[src/sv/acs_pkg.sv]
package acs_pkg;

  // Register indexes on the configuration port.
  localparam logic [2:0] REG_STANDBY_TICKS = 3'd0;
  localparam logic [2:0] REG_AVERAGE_TICKS = 3'd1;
  localparam logic [2:0] REG_CURRENT_GAIN  = 3'd2;
  localparam logic [2:0] REG_VOLTAGE_GAIN  = 3'd3;
  localparam logic [2:0] REG_CURRENT_TRIM  = 3'd4;

  // Result mode codes.
  localparam logic [1:0] MODE_STANDBY   = 2'd0;
  localparam logic [1:0] MODE_ACCUM     = 2'd1;
  localparam logic [1:0] MODE_AVERAGING = 2'd2;
  localparam logic [1:0] MODE_SCALED    = 2'd3;

  localparam int CFG_W     = 32;
  localparam int GAIN_W    = 24;
  localparam int OUT_W     = 176;
  localparam int INV_W     = 25;
  localparam int CNT_W     = 16;
  localparam int DSR_W     = 32;
  // The reciprocal divides 2^40 by a value of at least 2^16: 25 quotient bits.
  localparam int INV_STEPS = 25;
  localparam int INV_REM0  = 15;

  typedef struct packed {
    logic start;
    logic recip;
  } div_cmd_t;

endpackage

[src/sv/adc_offset_calibrate_and_scale_unit.sv]
// ADC offset calibration and scaling, one item per control tick. After reset the
// unit passes standby_ticks items in mode 0, then sums average_ticks samples per
// phase in mode 1, then on one item (mode 2) divides each sum by average_ticks to
// get a Q12.8 offset. Every later item gives the phase currents
// gain*(raw-offset)+trim and the bus voltage in Q16.16, saturated, the voltage
// reciprocal in Q1.24 and a wrapping count. The averaging item runs the shared
// restoring divider once per phase, and it retires one quotient bit a cycle. A
// scaled item makes four passes through the single multiplier, each a multiply
// state and a post state, then 25 divider steps for the reciprocal. The input is
// not ready while an item is in work.
module adc_offset_calibrate_and_scale_unit #(
  parameter int ADC_BITS = 12
) (
  input  logic                             clk_i,
  input  logic                             rst_ni,
  input  logic                             cfg_we_i,
  input  logic [2:0]                       cfg_idx_i,
  input  logic [acs_pkg::CFG_W-1:0]        cfg_data_i,
  input  logic                             s_axis_tvalid_i,
  output logic                             s_axis_tready_o,
  // phase_a_raw, phase_b_raw, phase_c_raw, bus_voltage_raw, zero fill
  input  logic [((4*ADC_BITS+7)/8)*8-1:0]  s_axis_tdata_i,
  output logic                             m_axis_tvalid_o,
  input  logic                             m_axis_tready_i,
  // phase_a_current, phase_b_current, phase_c_current, bus_voltage,
  // bus_voltage_inverse, scaled_count, zero fill
  output logic [acs_pkg::OUT_W-1:0]        m_axis_tdata_o,
  // mode
  output logic [1:0]                       m_axis_tuser_o
);
  import acs_pkg::*;

  localparam int RAW_W  = ADC_BITS;
  localparam int SUM_W  = ADC_BITS + 16;
  localparam int OFF_W  = ADC_BITS + 8;
  localparam int DVD_W  = ADC_BITS + 24;
  localparam int DIFF_W = ADC_BITS + 10;
  localparam int PROD_W = DIFF_W + GAIN_W + 1;
  localparam int ACC_W  = PROD_W + 1;
  localparam int TC_W   = 17;

  localparam logic [2:0] S_IDLE  = 3'd0;
  localparam logic [2:0] S_DIVST = 3'd1;
  localparam logic [2:0] S_DIVW  = 3'd2;
  localparam logic [2:0] S_MUL   = 3'd3;
  localparam logic [2:0] S_POST  = 3'd4;
  localparam logic [2:0] S_INVST = 3'd5;
  localparam logic [2:0] S_INVW  = 3'd6;
  localparam logic [2:0] S_DONE  = 3'd7;

  // Configuration.
  logic [15:0]       standby_q, average_q;
  logic [GAIN_W-1:0] cgain_q, vgain_q;
  logic [31:0]       trim_q;

  always_ff @(posedge clk_i or negedge rst_ni) begin
    if (!rst_ni) begin
      standby_q <= 16'd1000;
      average_q <= 16'd5000;
      cgain_q   <= '0;
      vgain_q   <= '0;
      trim_q    <= '0;
    end else if (cfg_we_i) begin
      case (cfg_idx_i)
        REG_STANDBY_TICKS: standby_q <= cfg_data_i[15:0];
        REG_AVERAGE_TICKS: average_q <= cfg_data_i[15:0];
        REG_CURRENT_GAIN:  cgain_q   <= cfg_data_i[GAIN_W-1:0];
        REG_VOLTAGE_GAIN:  vgain_q   <= cfg_data_i[GAIN_W-1:0];
        REG_CURRENT_TRIM:  trim_q    <= cfg_data_i[31:0];
        default: ;
      endcase
    end
  end

  logic [2:0]        state_q;
  logic [1:0]        idx_q;
  logic              cal_q;
  logic [TC_W-1:0]   tc_q;
  logic [SUM_W-1:0]  sum_q [3];
  logic [OFF_W-1:0]  off_q [3];
  logic [CNT_W-1:0]  scaled_q;
  logic [RAW_W-1:0]  raw_q [4];
  logic signed [PROD_W-1:0] prod_q;

  logic [1:0]        mode_q;
  logic [31:0]       cur_q [3];
  logic [31:0]       volt_q;
  logic [INV_W-1:0]  inv_q;
  logic [CNT_W-1:0]  cnt_q;

  logic              out_valid_q;
  logic [OUT_W-1:0]  out_data_q;
  logic [1:0]        out_user_q;

  div_cmd_t          div_cmd;
  logic [DVD_W-1:0]  div_dvd;
  logic [DSR_W-1:0]  div_dsr;
  logic              div_done;
  logic [DVD_W-1:0]  div_quo;

  logic              in_acc;
  logic [RAW_W-1:0]  in_raw [4];
  logic [TC_W-1:0]   limit_sb, limit_av;

  logic [OFF_W-1:0]          sel_off;
  logic signed [DIFF_W-1:0]  op_a;
  logic signed [GAIN_W:0]    op_b;
  logic signed [PROD_W-1:0]  prod_sh;
  logic signed [ACC_W-1:0]   acc;
  logic [31:0]               cur_sat;
  logic [31:0]               volt_sat;
  logic [OFF_W-1:0]          off_sat;
  logic                      finish_out;

  assign s_axis_tready_o = (state_q == S_IDLE);
  assign in_acc          = s_axis_tvalid_i && s_axis_tready_o;

  for (genvar g = 0; g < 4; g++) begin : g_raw
    assign in_raw[g] = s_axis_tdata_i[g*RAW_W +: RAW_W];
  end

  assign limit_sb = {1'b0, standby_q};
  assign limit_av = {1'b0, standby_q} + {1'b0, average_q};

  // Operand selection for the shared multiplier.
  always_comb begin
    case (idx_q)
      2'd0:    sel_off = off_q[0];
      2'd1:    sel_off = off_q[1];
      2'd2:    sel_off = off_q[2];
      default: sel_off = '0;
    endcase
    if (idx_q == 2'd3) begin
      op_a = $signed({{(DIFF_W-RAW_W){1'b0}}, raw_q[3]});
      op_b = $signed({1'b0, vgain_q});
    end else begin
      op_a = $signed({2'b00, raw_q[idx_q], 8'd0}) - $signed({2'b00, sel_off});
      op_b = $signed({1'b0, cgain_q});
    end
  end

  // Floor to Q16.16, add the trim, saturate to 32 bits.
  assign prod_sh = prod_q >>> 8;
  assign acc     = ACC_W'(prod_sh) + ACC_W'($signed(trim_q));
  always_comb begin
    if (acc[ACC_W-1:31] == '0 || acc[ACC_W-1:31] == '1) begin
      cur_sat = acc[31:0];
    end else if (acc[ACC_W-1]) begin
      cur_sat = 32'h8000_0000;
    end else begin
      cur_sat = 32'h7FFF_FFFF;
    end
    volt_sat = (|prod_q[PROD_W-1:32]) ? 32'hFFFF_FFFF : prod_q[31:0];
    off_sat  = (|div_quo[DVD_W-1:OFF_W]) ? '1 : div_quo[OFF_W-1:0];
  end

  always_comb begin
    div_cmd.start = (state_q == S_DIVST) || (state_q == S_INVST);
    div_cmd.recip = (state_q == S_INVST);
    div_dvd       = {sum_q[idx_q[1] ? 2 : (idx_q[0] ? 1 : 0)], 8'd0};
    if (state_q == S_INVST) begin
      div_dsr = (volt_q < 32'h0001_0000) ? 32'h0001_0000 : volt_q;
    end else begin
      div_dsr = {16'd0, average_q};
    end
  end

  acs_div #(.DVD_W(DVD_W)) u_div (
    .clk_i      (clk_i),
    .rst_ni     (rst_ni),
    .cmd_i      (div_cmd),
    .dividend_i (div_dvd),
    .divisor_i  (div_dsr),
    .done_o     (div_done),
    .quot_o     (div_quo)
  );

  assign finish_out = (state_q == S_DONE) && (!out_valid_q || m_axis_tready_i);

  always_ff @(posedge clk_i or negedge rst_ni) begin
    if (!rst_ni) begin
      state_q  <= S_IDLE;
      idx_q    <= '0;
      cal_q    <= 1'b0;
      tc_q     <= '0;
      scaled_q <= '0;
      for (int i = 0; i < 3; i++) begin
        sum_q[i] <= '0;
        off_q[i] <= '0;
      end
    end else begin
      case (state_q)
        S_IDLE: begin
          if (in_acc) begin
            idx_q <= '0;
            if (cal_q) begin
              state_q <= S_MUL;
            end else if (tc_q < limit_sb) begin
              tc_q    <= tc_q + 1'b1;
              state_q <= S_DONE;
            end else if (tc_q < limit_av) begin
              for (int i = 0; i < 3; i++) begin
                sum_q[i] <= sum_q[i] + SUM_W'(in_raw[i]);
              end
              tc_q    <= tc_q + 1'b1;
              state_q <= S_DONE;
            end else if (average_q == '0) begin
              for (int i = 0; i < 3; i++) begin
                sum_q[i] <= '0;
                off_q[i] <= '0;
              end
              tc_q    <= '0;
              cal_q   <= 1'b1;
              state_q <= S_DONE;
            end else begin
              state_q <= S_DIVST;
            end
          end
        end
        S_DIVST: state_q <= S_DIVW;
        S_DIVW: begin
          if (div_done) begin
            off_q[idx_q] <= off_sat;
            if (idx_q == 2'd2) begin
              for (int i = 0; i < 3; i++) begin
                sum_q[i] <= '0;
              end
              tc_q    <= '0;
              cal_q   <= 1'b1;
              state_q <= S_DONE;
            end else begin
              idx_q   <= idx_q + 1'b1;
              state_q <= S_DIVST;
            end
          end
        end
        S_MUL: state_q <= S_POST;
        S_POST: begin
          idx_q   <= idx_q + 1'b1;
          state_q <= (idx_q == 2'd3) ? S_INVST : S_MUL;
        end
        S_INVST: state_q <= S_INVW;
        S_INVW: begin
          if (div_done) begin
            scaled_q <= scaled_q + 1'b1;
            state_q  <= S_DONE;
          end
        end
        S_DONE: begin
          if (finish_out) begin
            state_q <= S_IDLE;
          end
        end
        default: state_q <= S_IDLE;
      endcase
    end
  end

  // Work registers for one item's results.
  always_ff @(posedge clk_i) begin
    if (in_acc) begin
      for (int i = 0; i < 4; i++) begin
        raw_q[i] <= in_raw[i];
      end
      for (int i = 0; i < 3; i++) begin
        cur_q[i] <= '0;
      end
      volt_q <= '0;
      inv_q  <= '0;
      cnt_q  <= '0;
      if (cal_q) begin
        mode_q <= MODE_SCALED;
      end else if (tc_q < limit_sb) begin
        mode_q <= MODE_STANDBY;
      end else if (tc_q < limit_av) begin
        mode_q <= MODE_ACCUM;
      end else begin
        mode_q <= MODE_AVERAGING;
      end
    end
    if (state_q == S_MUL) begin
      prod_q <= PROD_W'(op_a * op_b);
    end
    if (state_q == S_POST) begin
      if (idx_q == 2'd3) begin
        volt_q <= volt_sat;
      end else begin
        cur_q[idx_q] <= cur_sat;
      end
    end
    if (state_q == S_INVW && div_done) begin
      inv_q <= div_quo[INV_W-1:0];
      cnt_q <= scaled_q + 1'b1;
    end
  end

  // Output register: holds a finished item while the next one is taken in.
  always_ff @(posedge clk_i or negedge rst_ni) begin
    if (!rst_ni) begin
      out_valid_q <= 1'b0;
    end else if (finish_out) begin
      out_valid_q <= 1'b1;
    end else if (m_axis_tready_i) begin
      out_valid_q <= 1'b0;
    end
  end

  always_ff @(posedge clk_i) begin
    if (finish_out) begin
      out_data_q <= {7'd0, cnt_q, inv_q, volt_q, cur_q[2], cur_q[1], cur_q[0]};
      out_user_q <= mode_q;
    end
  end

  assign m_axis_tvalid_o = out_valid_q;
  assign m_axis_tdata_o  = out_data_q;
  assign m_axis_tuser_o  = out_user_q;

endmodule

[src/sv/acs_div.sv]
module acs_div #(
  parameter int DVD_W = 36
) (
  input  logic                     clk_i,
  input  logic                     rst_ni,
  input  acs_pkg::div_cmd_t        cmd_i,
  input  logic [DVD_W-1:0]         dividend_i,
  input  logic [acs_pkg::DSR_W-1:0] divisor_i,
  output logic                     done_o,
  output logic [DVD_W-1:0]         quot_o
);
  import acs_pkg::*;

  localparam int STEP_W = $clog2(DVD_W + 1);

  logic             run_q;
  logic [STEP_W-1:0] step_q;
  logic [DSR_W:0]   rem_q;
  logic [DSR_W-1:0] dsr_q;
  logic [DVD_W-1:0] dvd_q;
  logic [DVD_W-1:0] quo_q;
  logic             done_q;

  logic [DSR_W:0]   rem_sh;
  logic             ge;

  // One restoring step per cycle.
  assign rem_sh = {rem_q[DSR_W-1:0], dvd_q[DVD_W-1]};
  assign ge     = rem_sh >= {1'b0, dsr_q};

  always_ff @(posedge clk_i or negedge rst_ni) begin
    if (!rst_ni) begin
      run_q  <= 1'b0;
      step_q <= '0;
      done_q <= 1'b0;
    end else begin
      done_q <= 1'b0;
      if (cmd_i.start) begin
        run_q  <= 1'b1;
        step_q <= cmd_i.recip ? STEP_W'(INV_STEPS) : STEP_W'(DVD_W);
      end else if (run_q) begin
        step_q <= step_q - 1'b1;
        if (step_q == STEP_W'(1)) begin
          run_q  <= 1'b0;
          done_q <= 1'b1;
        end
      end
    end
  end

  always_ff @(posedge clk_i) begin
    if (cmd_i.start) begin
      dsr_q <= divisor_i;
      quo_q <= '0;
      if (cmd_i.recip) begin
        rem_q <= (DSR_W+1)'(1) << INV_REM0;
        dvd_q <= '0;
      end else begin
        rem_q <= '0;
        dvd_q <= dividend_i;
      end
    end else if (run_q) begin
      rem_q <= ge ? rem_sh - {1'b0, dsr_q} : rem_sh;
      dvd_q <= {dvd_q[DVD_W-2:0], 1'b0};
      quo_q <= {quo_q[DVD_W-2:0], ge};
    end
  end

  assign done_o = done_q;
  assign quot_o = quo_q;

endmodule

[config.mk]
export PLATFORM = sky130hd
export DESIGN_NAME = adc_offset_calibrate_and_scale_unit
export DESIGN_NICKNAME = d
export VERILOG_FILES = /design/src/sv/acs_pkg.sv /design/src/sv/adc_offset_calibrate_and_scale_unit.sv /design/src/sv/acs_div.sv
export SDC_FILE = /design/constraint.sdc
export NUM_CORES = 2
export LEC_CHECK = 0
export BUFFER_PORTS_ARGS = -buffer_cell sky130_fd_sc_hd__clkbuf_2
export CAP_MARGIN = 25
export CORE_MARGIN = 4
export CORE_UTILIZATION = 68
export DETAILED_ROUTE_END_ITERATION = 8
export GPL_TIMING_DRIVEN = 0
export PLACE_DENSITY = 0.87
export SYNTH_ARGS = -nofsm -noshare
export SYNTH_HDL_FRONTEND = slang
export SYNTH_SLANG_ARGS = --single-unit
[constraint.sdc]
create_clock -name clk_i -period 24.5 [get_ports clk_i]
set_input_delay 0 -clock clk_i [delete_from_list [all_inputs] [get_ports clk_i]]
set_output_delay 0 -clock clk_i [all_outputs]
set_load 0.01 [all_outputs]
==> reports/qor.csv <==
stage,metric,value,unit
clocking,hold_buffers,90,
drt,drc,0,
clocking,htree_levels,3,
yosys,syn_area,58800,um2
clocking,numCtsBuffers,87,
worst_setup_path,required,24980,ps
yosys,synth_cell_types,98,
timing,setup_viol,0,
floorplan,chipWidth,302,um
drt,wl_per_cell,25.3,um
yosys,syn_inst,5568,
clocking,path_clk_slew,60,ps
timing,maxSlewHeadroom,25.0,%
yosys,ys_seq_area_share,40.7,%
layout,fillers,5457,
floorplan,die_area,91200,um2
yosys,synth_largest_area_cell,edfxtp_1,
clocking,ctsLongestPathBuffers,3,
drt,via_per_inst,6.44,
worst_setup_path,rr_worst_depth,37,
worst_setup_path,rrSetupSlack,11290,ps
floorplan,row_count,107,
layout,regArea,23900,um2
floorplan,io_pins,268,
clocking,cts_setup_buffers,0,
yosys,synth_top_area_share,25.4,%
worst_setup_path,critPathSlowestCell,fa_1,
floorplan,coreArea,85400,um2
worst_setup_path,max_stage_delay,710,ps
yosys,ys.flop_type,edfxtp_1,
yosys,syn_area_per_cell,10.6,um2
layout,drive_gt1_share,10.6,%
timing,max_slew.worst_pin.slew,1110,ps
yosys,yosysWarnings,0,
timing,slew_viol_final,0,
yosys,yosysMostFrequentCell,nand2_1,
placement,gp_congestion,1.06,
worst_setup_path,startpoint_type,register,
worst_setup_path,regToRegStartpoint,idx_q[0]$_DFFE_PN0P_,
worst_setup_path,cp_common_cell,fa_1,
grt,grt_max_degree,98,
placement,dp_hpwl,137000,um
layout,multiInputGateArea,31600,um2
drt,routed_wl,183000,um
timing,fin_worst_skew,34.5,ps
timing,fin_crit_sh,53.9,%
worst_setup_path,critPathMaxFanout,10,
yosys,synth_edf_count,497,
drt,vias,46739,
layout,nets,6934,
worst_hold_path,hold_depth,2,
timing,timing.fmax,75.7,MHz
drt,drtIter0Drc,5208,
timing,rsz0062_at_grt,no,
timing,fin_tns_setup,0,ps
floorplan,start_util,68.8,%
job,drv_cap,0,
grt,grt_pass1_vias,47245,
worst_hold_path,hp-start,s_axis_tdata_i[47],
yosys,ys_ff_latch,869,
floorplan,fp.dieH,302,um
worst_setup_path,endpoint_kind,register,
grt,grt-ovfl-total,0,
clocking,clk_latency,670,ps
clocking,cts_resized,0,
clocking,cts.sink_count,869,
worst_hold_path,min-delay-path-class,in -> reg,
drt,drtPass1Iterations,9,
placement,portBuffers,260,
yosys,ys_async_sr_fraction,35.0,%
grt,track_usage,40.6,%
timing,hold_viol,0,
drt,ant_nets,0,
timing,period_needed,13210,ps
grt,grt_pass1_wl,279000,um
worst_hold_path,holdPathEnd,raw_q[3][11]$_DFFE_PP_,
worst_setup_path,worstPathArrival,13690,ps
yosys,synth_common_cells,"699 x nand2_1, 585 x inv_1, 497 x edfxtp_1",
grt,antenna_found_initial,8,
worst_setup_path,r2r-end,prod_q[43]$_DFFE_PP_,
run_status,outcome,finished clean,
clocking,cts_tree,built,
clocking,cts_root_buf,clkbuf_16,
yosys,synthTopCellsByArea,"edfxtp_1 25%, fa_1 15%, dfrtp_1 12%",
layout,syn_to_final_growth,11.9,%
worst_setup_path,critical_path_class,reg -> reg,
## layout by cell type (no fill, tap or decap), types with 176 or more instances in the layout
cell type,instances
clkbuf_2,261
nor2_1,389
o21ai_0,176
inv_1,584
ha_1,365
nand2_1,697
dfrtp_1,293
clkbuf_1,222
edfxtp_1,497
a21oi_1,313
fa_1,444
## per-stage QoR
stage / hold slack [ps] / setup slack [ps] / instance area [um2] / utilization (%) / instances
2_1_floorplan: -296 / 14110 / 58800 / - / 5574
3_3_place_gp: 177 / 10900 / 61600 / 72.1 / 6978
3_5_place_dp: 12.4 / 10850 / 61900 / 72.5 / 6998
4_1_cts: 20.0 / 10710 / 65800 / 77.0 / 7245
5_1_grt: 60.6 / 10910 / 65800 / 77.0 / 7250
6_report: 43.8 / 11290 / 65800 / 77.1 / 7259
## registers in the layout (all words and copies together) (netlist names), 3 cells and up
register and flops:
cnt_q 16, prod_q 47, volt_q 32, sum_q 84, state_q 3, raw_q 48
u_div.dvd_q 28, inv_q 25, average_q 16, vgain_q 24, standby_q 16, cur_q 96
m_axis_tdata_o 169, off_q 60, u_div.rem_q 32, scaled_q 16, u_div.dsr_q 32, u_div.step_q 6
u_div.quot_o 36, cgain_q 24, trim_q 32, tc_q 17
## final cells by class
cell class / instances / area share (%)
antenna: 10 / 0.0380
buffer: 266 / 1.79
clock buffer: 106 / 3.56
clock inverter: 51 / 0.840
inverter: 585 / 3.34
multi-input combinational: 3854 / 48.0
sequential: 869 / 36.3
tap: 1144 / 2.17
timing repair buffer: 374 / 3.97
## logic make-up (layout without fill, tap and decap cells)
group / count (synthesis) / in the layout / synth area share (%)
compound gates: 1029 / 1029 / 11.5
xor+xnor: 204 / 204 / 3.04
fa+ha+maj: 809 / 809 / 22.9
buf+inv: 851 / 1382 / 5.74
flops: 869 / 869 / 40.7
mux: 181 / 181 / 3.54
other cells: 1 / 17 / 0.00638
simple gates: 1624 / 1624 / 12.7
## how the worst max path moves through the flow
stage,from,to,slack [ps],depth (start not counted)
finish,idx_q[0]$_DFFE_PN0P_,prod_q[43]$_DFFE_PP_,11290,37
global route,idx_q[0]$_DFFE_PN0P_,prod_q[43]$_DFFE_PP_,10910,37
CTS,idx_q[0]$_DFFE_PN0P_,prod_q[43]$_DFFE_PP_,10710,37
detailed placement,idx_q[0]$_DFFE_PN0P_,prod_q[43]$_DFFE_PP_,10850,37
global placement,idx_q[0]$_DFFE_PN0P_,prod_q[43]$_DFFE_PP_,10900,37
floorplan,idx_q[0]$_DFFE_PN0P_,prod_q[43]$_DFFE_PP_,14110,36
## worst max-delay path: cells and delay by family (launching register included)
| family | cells | cell delay [ps] |
|---|---|---|
| compound gates | 11 | 2400 |
| fa+ha+maj | 10 | 4980 |
| buf+inv | 8 | 2090 |
| flops | 1 | 550 |
| simple gates | 8 | 2960 |
## layer usage
layer  wire length (um)  vias to the layer above  track usage, %  part of all wire, %
li1                   -                    19989               -                    -
met5                 35                        -               0                0.019
met1              66800                    22847            52.6                   36
met2              82800                     3136            63.0                   45
met3              21900                      761            11.0                   12
met4              12000                        6            21.9                  6.5
Power is not shown: default switching activity piles up to over one toggle a cycle in this logic, so the estimate is an artifact.
